===== src/sv/tqm_pkg.sv =====
// ----------------------------------------------------------------------------
// Triangle quality package
// Shared constants, types and helpers for the triangle quality stream.
// ----------------------------------------------------------------------------
package tqm_pkg;

  localparam int CoordBitsDef  = 12;
  localparam int FracBitsDef   = 16;
  localparam int FieldW        = 12;
  localparam int NumCoords     = 9;
  localparam int InDataW       = 112;
  localparam int MetricW       = 52;
  localparam int OutDataW      = 2 * MetricW;

  typedef enum logic [2:0] {
    ST_IDLE,
    ST_MUL,
    ST_CHK,
    ST_DIV,
    ST_OUT
  } tqm_state_t;

  // Status from the divider back to the sequencer.
  typedef struct packed {
    logic busy;
    logic done;
  } tqm_div_stat_t;

endpackage


===== src/sv/tqm_mul.sv =====
// ----------------------------------------------------------------------------
// Triangle quality multiplier
// Shared signed multiplier with a registered product.
// ----------------------------------------------------------------------------
module tqm_mul
  import tqm_pkg::*;
#(
  parameter int OpW = 27
) (
  input  logic                   clk,
  input  logic signed [OpW-1:0]  op_a,
  input  logic signed [OpW-1:0]  op_b,
  output logic signed [2*OpW-1:0] prod
);

  always_ff @(posedge clk) begin
    prod <= op_a * op_b;
  end

endmodule


===== src/sv/tqm_div.sv =====
// ----------------------------------------------------------------------------
// Triangle quality divider
// Restoring fraction divider, one quotient bit per cycle, for num < den.
// ----------------------------------------------------------------------------
module tqm_div
  import tqm_pkg::*;
#(
  parameter int NumW     = 52,
  parameter int FracBits = 16
) (
  input  logic                clk,
  input  logic                rst,
  input  logic                start,
  input  logic [NumW-1:0]     num,
  input  logic [NumW-1:0]     den,
  output tqm_div_stat_t       stat,
  output logic [FracBits-1:0] quot
);

  localparam int CntW = $clog2(FracBits + 1);

  logic            busy;
  logic            done;
  logic [CntW-1:0] cnt;
  logic [NumW:0]   rem;
  logic [NumW-1:0] den_r;
  logic [NumW:0]   rem_sh;
  logic            fits;

  assign rem_sh = {rem[NumW-1:0], 1'b0};
  assign fits   = rem_sh >= {1'b0, den_r};

  always_ff @(posedge clk) begin
    if (rst) begin
      busy <= 1'b0;
      done <= 1'b0;
      cnt  <= '0;
    end else begin
      done <= 1'b0;
      if (start) begin
        busy <= 1'b1;
        cnt  <= '0;
      end else if (busy) begin
        cnt <= cnt + 1'b1;
        if (cnt == CntW'(FracBits - 1)) begin
          busy <= 1'b0;
          done <= 1'b1;
        end
      end
    end
  end

  always_ff @(posedge clk) begin
    if (start) begin
      rem   <= {1'b0, num};
      den_r <= den;
      quot  <= '0;
    end else if (busy) begin
      rem  <= fits ? (rem_sh - {1'b0, den_r}) : rem_sh;
      quot <= {quot[FracBits-2:0], fits};
    end
  end

  assign stat.busy = busy;
  assign stat.done = done;

endmodule


===== src/sv/triangle_quality_min_stream.sv =====
// ----------------------------------------------------------------------------
// Triangle quality minimum stream
// Per-triangle quality or squared doubled area, with a running list minimum.
// ----------------------------------------------------------------------------
//
// Channel   Dir  Fields (low bit first)
// s_axis    in   tdata: ax ay az bx by bz cx cy cz (12 bits each), tlast: list_end
// m_axis    out  tdata: metric worst_so_far (52 bits each), tlast: last
// cfg       in   cfg_wr_en, cfg_wr_data: metric_mode
//
// A result is offered once its item has run the multiply steps and, in quality
// mode for a triangle that is not degenerate, the division; the next item can
// be taken in the cycle after the result leaves.
// The 19 products run one a cycle through the one shared multiplier, and the
// quality division takes one quotient bit a cycle in the shared divider.
// Reset is synchronous and active high; it clears the mode, the running
// minimum and the handshake state. A result waits in the output register
// while m_axis_tready is low, and no new item is taken until it has gone.
//
module triangle_quality_min_stream
  import tqm_pkg::*;
#(
  parameter int COORD_BITS        = CoordBitsDef,
  parameter int QUALITY_FRAC_BITS = FracBitsDef
) (
  input  logic                clk,
  input  logic                rst,
  // ax ay az bx by bz cx cy cz, 12 bits each, zero padding on top
  input  logic [InDataW-1:0]  s_axis_tdata,
  input  logic                s_axis_tlast,
  input  logic                s_axis_tvalid,
  output logic                s_axis_tready,
  // metric, then worst_so_far, 52 bits each
  output logic [OutDataW-1:0] m_axis_tdata,
  output logic                m_axis_tlast,
  output logic                m_axis_tvalid,
  input  logic                m_axis_tready,
  input  logic                cfg_wr_en,
  input  logic                cfg_wr_data
);

  // Differences carry one bit more than a coordinate.
  localparam int DiffW = COORD_BITS + 1;
  // Cross components and squared lengths both fit in twice that.
  localparam int HalfW = 2 * DiffW;
  // The multiplier takes an unsigned squared length as a signed operand.
  localparam int OpW   = HalfW + 1;
  localparam int ProdW = 2 * OpW;
  // Squared cross product and squared longest edge.
  localparam int CrossW = 2 * HalfW;
  localparam int StepW  = 5;
  localparam logic [StepW-1:0] StepLast = StepW'(19);

  tqm_state_t state, state_next;

  logic                     metric_mode;
  logic [MetricW-1:0]       running_min;
  logic                     list_start;
  logic                     item_end;
  logic [StepW-1:0]         step;

  logic signed [DiffW-1:0]  e [3];
  logic signed [DiffW-1:0]  f [3];
  logic signed [DiffW-1:0]  g [3];
  logic signed [HalfW-1:0]  n [3];
  logic [HalfW-1:0]         len [3];
  logic [HalfW-1:0]         lmax;
  logic signed [ProdW-1:0]  acc;
  logic [CrossW-1:0]        cross2;
  logic [CrossW-1:0]        lmax_sq;

  logic signed [OpW-1:0]    op_a;
  logic signed [OpW-1:0]    op_b;
  logic signed [ProdW-1:0]  prod;

  logic signed [DiffW-1:0]  pa [3];
  logic signed [DiffW-1:0]  pb [3];
  logic signed [DiffW-1:0]  pc [3];

  logic                     accept;
  logic                     div_start;
  tqm_div_stat_t            div_stat;
  logic [QUALITY_FRAC_BITS-1:0] quot;

  logic                     fin;
  logic [MetricW-1:0]       fin_metric;
  logic [MetricW-1:0]       new_min;
  logic [HalfW-1:0]         max_ab;

  assign accept = s_axis_tvalid && s_axis_tready;
  assign s_axis_tready = (state == ST_IDLE);

  // Each coordinate is the low COORD_BITS of its field, sign extended.
  always_comb begin
    for (int i = 0; i < 3; i++) begin
      pa[i] = DiffW'($signed(s_axis_tdata[FieldW*i +: COORD_BITS]));
      pb[i] = DiffW'($signed(s_axis_tdata[FieldW*(i+3) +: COORD_BITS]));
      pc[i] = DiffW'($signed(s_axis_tdata[FieldW*(i+6) +: COORD_BITS]));
    end
  end

  always_ff @(posedge clk) begin
    if (rst) begin
      metric_mode <= 1'b0;
    end else if (cfg_wr_en) begin
      metric_mode <= cfg_wr_data;
    end
  end

  // Edge vectors: e = b - a, f = c - a, g = c - b.
  always_ff @(posedge clk) begin
    if (accept) begin
      for (int i = 0; i < 3; i++) begin
        e[i] <= pb[i] - pa[i];
        f[i] <= pc[i] - pa[i];
        g[i] <= pc[i] - pb[i];
      end
      item_end <= s_axis_tlast;
    end
  end

  // Operand schedule for the shared multiplier, one product a step.
  always_comb begin
    op_a = '0;
    op_b = '0;
    unique case (step)
      5'd0:  begin op_a = OpW'(e[1]); op_b = OpW'(f[2]); end
      5'd1:  begin op_a = OpW'(e[2]); op_b = OpW'(f[1]); end
      5'd2:  begin op_a = OpW'(e[2]); op_b = OpW'(f[0]); end
      5'd3:  begin op_a = OpW'(e[0]); op_b = OpW'(f[2]); end
      5'd4:  begin op_a = OpW'(e[0]); op_b = OpW'(f[1]); end
      5'd5:  begin op_a = OpW'(e[1]); op_b = OpW'(f[0]); end
      5'd6:  begin op_a = OpW'(e[0]); op_b = OpW'(e[0]); end
      5'd7:  begin op_a = OpW'(e[1]); op_b = OpW'(e[1]); end
      5'd8:  begin op_a = OpW'(e[2]); op_b = OpW'(e[2]); end
      5'd9:  begin op_a = OpW'(g[0]); op_b = OpW'(g[0]); end
      5'd10: begin op_a = OpW'(g[1]); op_b = OpW'(g[1]); end
      5'd11: begin op_a = OpW'(g[2]); op_b = OpW'(g[2]); end
      5'd12: begin op_a = OpW'(f[0]); op_b = OpW'(f[0]); end
      5'd13: begin op_a = OpW'(f[1]); op_b = OpW'(f[1]); end
      5'd14: begin op_a = OpW'(f[2]); op_b = OpW'(f[2]); end
      5'd15: begin op_a = OpW'(n[0]); op_b = OpW'(n[0]); end
      5'd16: begin op_a = OpW'(n[1]); op_b = OpW'(n[1]); end
      5'd17: begin op_a = OpW'(n[2]); op_b = OpW'(n[2]); end
      5'd18: begin op_a = OpW'({1'b0, lmax}); op_b = OpW'({1'b0, lmax}); end
      default: begin op_a = '0; op_b = '0; end
    endcase
  end

  tqm_mul #(
    .OpW (OpW)
  ) u_mul (
    .clk  (clk),
    .op_a (op_a),
    .op_b (op_b),
    .prod (prod)
  );

  assign max_ab = (len[1] > len[0]) ? len[1] : len[0];

  // Each step folds in the registered product issued at the step before.
  always_ff @(posedge clk) begin
    if (state == ST_MUL) begin
      unique case (step)
        5'd1, 5'd3, 5'd5, 5'd7, 5'd10, 5'd13: acc <= prod;
        5'd2:  n[0] <= HalfW'(acc - prod);
        5'd4:  n[1] <= HalfW'(acc - prod);
        5'd6:  n[2] <= HalfW'(acc - prod);
        5'd8, 5'd11, 5'd14, 5'd17: acc <= acc + prod;
        5'd9:  len[0] <= HalfW'(acc + prod);
        5'd12: len[1] <= HalfW'(acc + prod);
        5'd15: len[2] <= HalfW'(acc + prod);
        5'd16: begin
          acc  <= prod;
          lmax <= (len[2] > max_ab) ? len[2] : max_ab;
        end
        5'd18: cross2  <= CrossW'(acc + prod);
        5'd19: lmax_sq <= CrossW'(prod);
        default: acc <= acc;
      endcase
    end
  end

  // The quality is below one, so the divider only forms fraction bits.
  tqm_div #(
    .NumW     (CrossW),
    .FracBits (QUALITY_FRAC_BITS)
  ) u_div (
    .clk   (clk),
    .rst   (rst),
    .start (div_start),
    .num   (cross2),
    .den   (lmax_sq),
    .stat  (div_stat),
    .quot  (quot)
  );

  always_comb begin
    state_next = state;
    div_start  = 1'b0;
    fin        = 1'b0;
    fin_metric = '0;
    unique case (state)
      ST_IDLE: begin
        if (accept) state_next = ST_MUL;
      end
      ST_MUL: begin
        if (step == StepLast) state_next = ST_CHK;
      end
      ST_CHK: begin
        if (metric_mode) begin
          fin        = 1'b1;
          fin_metric = MetricW'(cross2);
          state_next = ST_OUT;
        end else if (cross2 == '0 || lmax_sq == '0) begin
          // Degenerate triangle: no division, metric zero.
          fin        = 1'b1;
          state_next = ST_OUT;
        end else begin
          div_start  = 1'b1;
          state_next = ST_DIV;
        end
      end
      ST_DIV: begin
        if (div_stat.done) begin
          fin        = 1'b1;
          fin_metric = MetricW'(quot);
          state_next = ST_OUT;
        end
      end
      ST_OUT: begin
        if (m_axis_tready) state_next = ST_IDLE;
      end
      default: state_next = ST_IDLE;
    endcase
  end

  assign new_min = (list_start || fin_metric < running_min) ? fin_metric : running_min;

  always_ff @(posedge clk) begin
    if (rst) begin
      state       <= ST_IDLE;
      step        <= '0;
      running_min <= '0;
      list_start  <= 1'b1;
    end else begin
      state <= state_next;
      if (state == ST_MUL) begin
        step <= step + 1'b1;
      end else begin
        step <= '0;
      end
      if (fin) begin
        running_min <= item_end ? '0 : new_min;
        list_start  <= item_end;
      end
    end
  end

  always_ff @(posedge clk) begin
    if (fin) begin
      m_axis_tdata <= {new_min, fin_metric};
      m_axis_tlast <= item_end;
    end
  end

  assign m_axis_tvalid = (state == ST_OUT);

endmodule


===== config.mk =====
export PLATFORM = sky130hd
export DESIGN_NAME = triangle_quality_min_stream
export DESIGN_NICKNAME = d
export VERILOG_FILES = /design/src/sv/tqm_pkg.sv /design/src/sv/tqm_mul.sv /design/src/sv/tqm_div.sv /design/src/sv/triangle_quality_min_stream.sv
export SDC_FILE = /design/constraint.sdc
export NUM_CORES = 2
export LEC_CHECK = 0
export BUFFER_PORTS_ARGS = -buffer_cell sky130_fd_sc_hd__buf_2
export CORE_AREA = 2 2 362 364
export DETAILED_ROUTE_END_ITERATION = 10
export DIE_AREA = 0 0 364 366
export PLACE_DENSITY = 0.73
export REMOVE_ABC_BUFFERS = 1
export SYNTH_ARGS = -nofsm -noshare
export SYNTH_HDL_FRONTEND = slang
export SYNTH_HIERARCHICAL = 1
export SYNTH_SLANG_ARGS = --single-unit
export TNS_END_PERCENT = 5

===== constraint.sdc =====
create_clock -name clk -period 13.95 [get_ports clk]
set_input_delay 1.395 -clock clk [delete_from_list [all_inputs] [get_ports clk]]
set_output_delay 1.395 -clock clk [all_outputs]
set_load 0.05 [all_outputs]

# Yosys cells after proc, flatten, opt, wreduce, memory -nomap -nowiden
# Memories as Yosys holds them, arrays and structs flattened.
# Index checks and enable logic that the tools add are counted.
[word_totals]
register_bits = 533
latchBits = 0
ramBits = 273
mem_bits_ro = 0
out_inout_bits = 107
word_cells = 165
memories = 5
[mem_list]
columns = ["memory", "words", "width", "rd", "rd_ports_with_merged_regs", "write_ports", "line", "source"]
rows = [
  ["len", 3, 26, 3, 0, 1, "triangle_quality_min_stream.sv:66", "logic [HalfW-1:0] len [3];"],
  ["n", 3, 26, 3, 0, 1, "triangle_quality_min_stream.sv:65", "logic signed [HalfW-1:0] n [3];"],
  ["e", 3, 13, 3, 0, 3, "triangle_quality_min_stream.sv:62", "logic signed [DiffW-1:0] e [3];"],
  ["f", 3, 13, 3, 0, 3, "triangle_quality_min_stream.sv:63", "logic signed [DiffW-1:0] f [3];"],
  ["g", 3, 13, 3, 0, 3, "triangle_quality_min_stream.sv:64", "logic signed [DiffW-1:0] g [3];"],
]
[op_classes]
addsub = 14
multipliers = 1
div_mod_pow = 0
magnitude_cmp = 4
eq_ne = 28
shifts = 0
mux = 63
n_bitwise = 2
n_reduce_logical = 29
[op_table]
columns = ["operator", "count"]
rows = [
  ["$pmux W27 S13", 2],
  ["$mux W52", 6],
  ["$mux W26", 6],
  ["$sub A12 B12 Y13", 9],
  ["$pmux W54 S2", 1],
  ["$logic_not A52 Y1", 2],
  ["$pmux W52 S2", 1],
  ["$reduce_or A26 Y1", 4],
  ["$add A54 B54 Y54", 1],
  ["$mul A27 B27 Y54", 1],
  ["$ge A53 B52 Y1", 1],
  ["$gt A26 B26 Y1", 2],
  ["$lt A52 B52 Y1", 1],
  ["$sub A52 B52 Y52", 1],
  ["$eq A5 B4 Y1 const B", 9],
  ["$mux W1", 34],
  ["$sub A26 B26 Y26", 1],
  ["$reduce_or A3 Y1", 7],
  ["$eq A5 B3 Y1 const B", 4],
  ["$eq A5 B5 Y1 const B", 4],
  ["$mux W3", 6],
  ["$mux W16", 1],
  ["$pmux W3 S5", 1],
  ["$add A5 B1 Y5 const B", 2],
  ["other kinds (19)", 34],
]

# Logic depth before layout (Yosys ltp)
[depth]
word_depth = 7
ltp_mapped = 37
ltp_nobuf = 34

# Cells and area by module
# Netlist, hierarchy kept.
[by_module_without_submodules]
columns = ["mod", "n_inst", "cells_each", "area_per_inst_um2"]
rows = [
  ["triangle_quality_min_stream", 1, 3184, 34593.2],
  ["tqm_mul", 1, 2978, 27432.6],
  ["tqm_div", 1, 925, 8476.9],
]

# Least setup slack after synthesis
# OpenSTA, ideal clock, no wires.
[synth_timing]
path_kind = "input port to flip-flop"
from = "in s_axis_tvalid"
to = "mem e[0][0] (netlist bit), enable pin"
setup_time_ps = 740
t_arrival_ps = 9418
required_time_ps = 13210
slack_ps = 3792
cell_stages = 2
path_buffers = 0
path_cell_list = "nand2b_1 nor3_1"
[synth_lines]
columns = ["element", "line", "source"]
rows = [
  ["start, declared", "triangle_quality_min_stream.sv:31", "input logic s_axis_tvalid,"],
  ["end, declared", "triangle_quality_min_stream.sv:62", ""],
]

# Final worst setup path
[layout_timing]
from = "reg step[2]"
to = "reg u_mul.prod[47]"
[layout_via]
elab_chain_cells = 4
[layout_rtl]
columns = ["element", "line", "source"]
rows = [
  ["start, declared", "triangle_quality_min_stream.sv:60", "logic [StepW-1:0] step;"],
  ["start signal, assigned", "triangle_quality_min_stream.sv:249", "step <= step + 1'b1;"],
  ["$eq A5 B4 Y1, or another cell as far along", "triangle_quality_min_stream.sv:126", "unique case (step)"],
  ["$reduce_or A3 Y1 (no line)", "-", ""],
  ["$pmux W27 S13 *", "triangle_quality_min_stream.sv:126", ""],
  ["via op_b[15]", "triangle_quality_min_stream.sv:73", "logic signed [OpW-1:0] op_b;"],
  ["$mul A27 B27 Y54 *", "tqm_mul.sv:17", "prod <= op_a * op_b;"],
  ["end signal, assigned", "tqm_mul.sv:17", ""],
  ["end, declared", "tqm_mul.sv:13", "output logic signed [2*OpW-1:0] prod"],
]
# The timed path passes the listed nets; every way through them passes the cells marked *.
# A chain may end at the register's enable or synchronous reset.

==> results.cfg <==
[timing]
maxClockFrequency_mhz = 95.55
worstMarginPinSlew_ns = 1.223
hold_violations = 0
grt_setup_unrepaired = no
skew_ns = 0.07185
final.min_clock_period_ns = 10.47
drv_slew = 0
relSlewSlack_pct = 18.36
setup_violations = 0
timing.final.crit_share_pct = 75.02
fin_hold_ws_ns = 0.4412

[final_layout]
layout_commonest_cell = sky130_fd_sc_hd__inv_1
finish.net_count = 8523
most_frequent_cells_in_the_layout = 1268 x sky130_fd_sc_hd__inv_1, 834 x sky130_fd_sc_hd__nand2_1, 765 x sky130_fd_sc_hd__fa_1, 665 x sky130_fd_sc_hd__edfxtp_1, 502 x sky130_fd_sc_hd__ha_1
n_antenna_cell = 0
area_growth_pct = 8.268
drive_gt1_share_pct = 8.434
fill_cells = 10740

[synth]
synthesis.yosys.warnings = 6
synthesis.instances = 7033
syn-cell-area_um2 = 69990
syn_avg_cell_area_um2 = 9.952

[route]
route.detailed.drc = 0
avgViaCountPerCell = 5.664
drtAntennaViolNets = 0
detailroute.via_count = 50700
first_iter_violations = 4629
route.final.wire_length_mm = 181.6
wl_met3_mm = 14.51
detail_route.first_pass.iterations = 8
wl_met2_mm = 83.75
detail_route.wirelength.met1_mm = 76.74
topRoutingLayerUsed = met4
post_drt_wl_per_cell_um = 20.29

[worst_hold_path]
hold_start = lmax_sq[10]
worst_hold_path.endpoint = u_div/den_r[10]
hold-path-cell-count = 0
holdCritPathClass = flop to flop

[global_routing]
groute.usage.overall_pct = 27.55
grt_pass1_wl_mm = 287.1
grt_start_max_net_pins = 89
number_of_antenna_violations_at_the_first_check_in_global_routing = 3
grt_remaining_overflow = 0
via_count_of_the_first_global_routing_pass = 51780

[clock_tree]
clock_insertion_delay_worst_skew_ns = 0.68
setup_buffers_after_cts = 0
tritoncts_num_sinks = 802
cts_hold_repair.buffers = 0
cts.root.buffer_cell = sky130_fd_sc_hd__clkbuf_16
cts_inserted_buffers = 85
max-clock-path-buffers = 3
cts.repair.resized = 0
cts_htree_levels = 3
cts_tree = built
cts.clk_slew.worst_paths_ns = 0.06

[place]
gp_congestion = 0.9293
placement.io_buffers = 221
place.detailed.hpwl_mm = 139.7

[worst_setup_path]
critPathMaxFanout = 20
path_class = flop to flop
arrival_ns = 11.02
flop_to_flop_setup_slack_ns = 3.48
worst_setup_path_start_kind = flop
kind_of_end_point_of_the_critical_path = flop
reg2regPathDepth = 32
crit_path_max_incr_delay_ns = 0.95
timing.critical_path.slowest_stage_cell = sky130_fd_sc_hd__nand3_1
rr_endpoint = u_mul/prod[47]
worst-endpoint-required_ns = 14.51
r2r-start = step[2]

[floorplan]
fp.dieW_um = 364
die_area_um2 = 133200
pin_count = 226
num_rows = 132
die_h_um = 366
starting_utilization_of_the_core_area_pct = 54.26
floorplan.core_area_um2 = 129000

[outcome]
outcome = completed

[flow_run]
cap_violations = 0
-- worst max-delay path by stage --
stage                startpoint             end
detailed placement      step[2]  u_mul/prod[47]
global route            step[2]  u_mul/prod[47]
floorplan           lmax_sq[21]   u_div/rem[32]
global placement        step[2]  u_mul/prod[47]
CTS                     step[2]  u_mul/prod[47]
finish                  step[2]  u_mul/prod[47]
-- layer usage --
| layer | global-route usage [%] | up-vias |
|---|---|---|
| li1 | - | 23300 |
| met1 | 37.73 | 25030 |
| met2 | 44.40 | 2054 |
| met3 | 4.673 | 323 |
| met4 | 9.432 | 0 |
| met5 | 0 | - |
-- stage by stage --
step                      utilization [%]  instances  TNS (ns)  setup WS (ns)  area, um^2
after floorplan                         -       6731    -36.58         -1.075       68720
after global placement              56.50       8792         0          3.706       72880
after detailed placement            56.50       8792         0          3.658       72880
after CTS                           58.75       8951         0          3.644       75780
after global routing                58.75       8951         0          3.001       75780
final                               58.75       8951         0          3.484       75780
-- registers in the layout (all words and copies together) (netlist names), 16 cells and up --
name,flops
m_axis_tdata,104
len,78
n,78
acc,52
cross2,52
lmax_sq,52
running_min,52
u_div/den_r,52
u_div/rem,52
u_mul/prod,52
e,39
f,39
g,39
lmax,26
u_div/quot,16
-- layout make-up --
type	instances	area [um^2]	share of cell area (%)
repair buffers	319	1842	2.430
clock buffers	100	2225	2.936
multi-input cells	4655	41370	54.59
inverters	1274	4782	6.311
flip-flops and latches	802	22710	29.97
well taps	1742	2180	2.876
clock inverters	59	669.4	0.8833
-- critical path, delay by kind of cell (launching register included) --
| family | cells | cell delay [ns] |
|---|---|---|
| buffers and inverters | 7 | 0.81 |
| adder cells (fa/ha/maj) | 8 | 3.91 |
| AND/OR/NAND/NOR | 6 | 2.49 |
| flip-flops | 1 | 0.71 |
| XOR/XNOR | 1 | 0.17 |
| AO/OA/AOI/OAI | 10 | 2.24 |
Power is not shown: default switching activity piles up to over one toggle a cycle in this logic, so the estimate is an artifact.
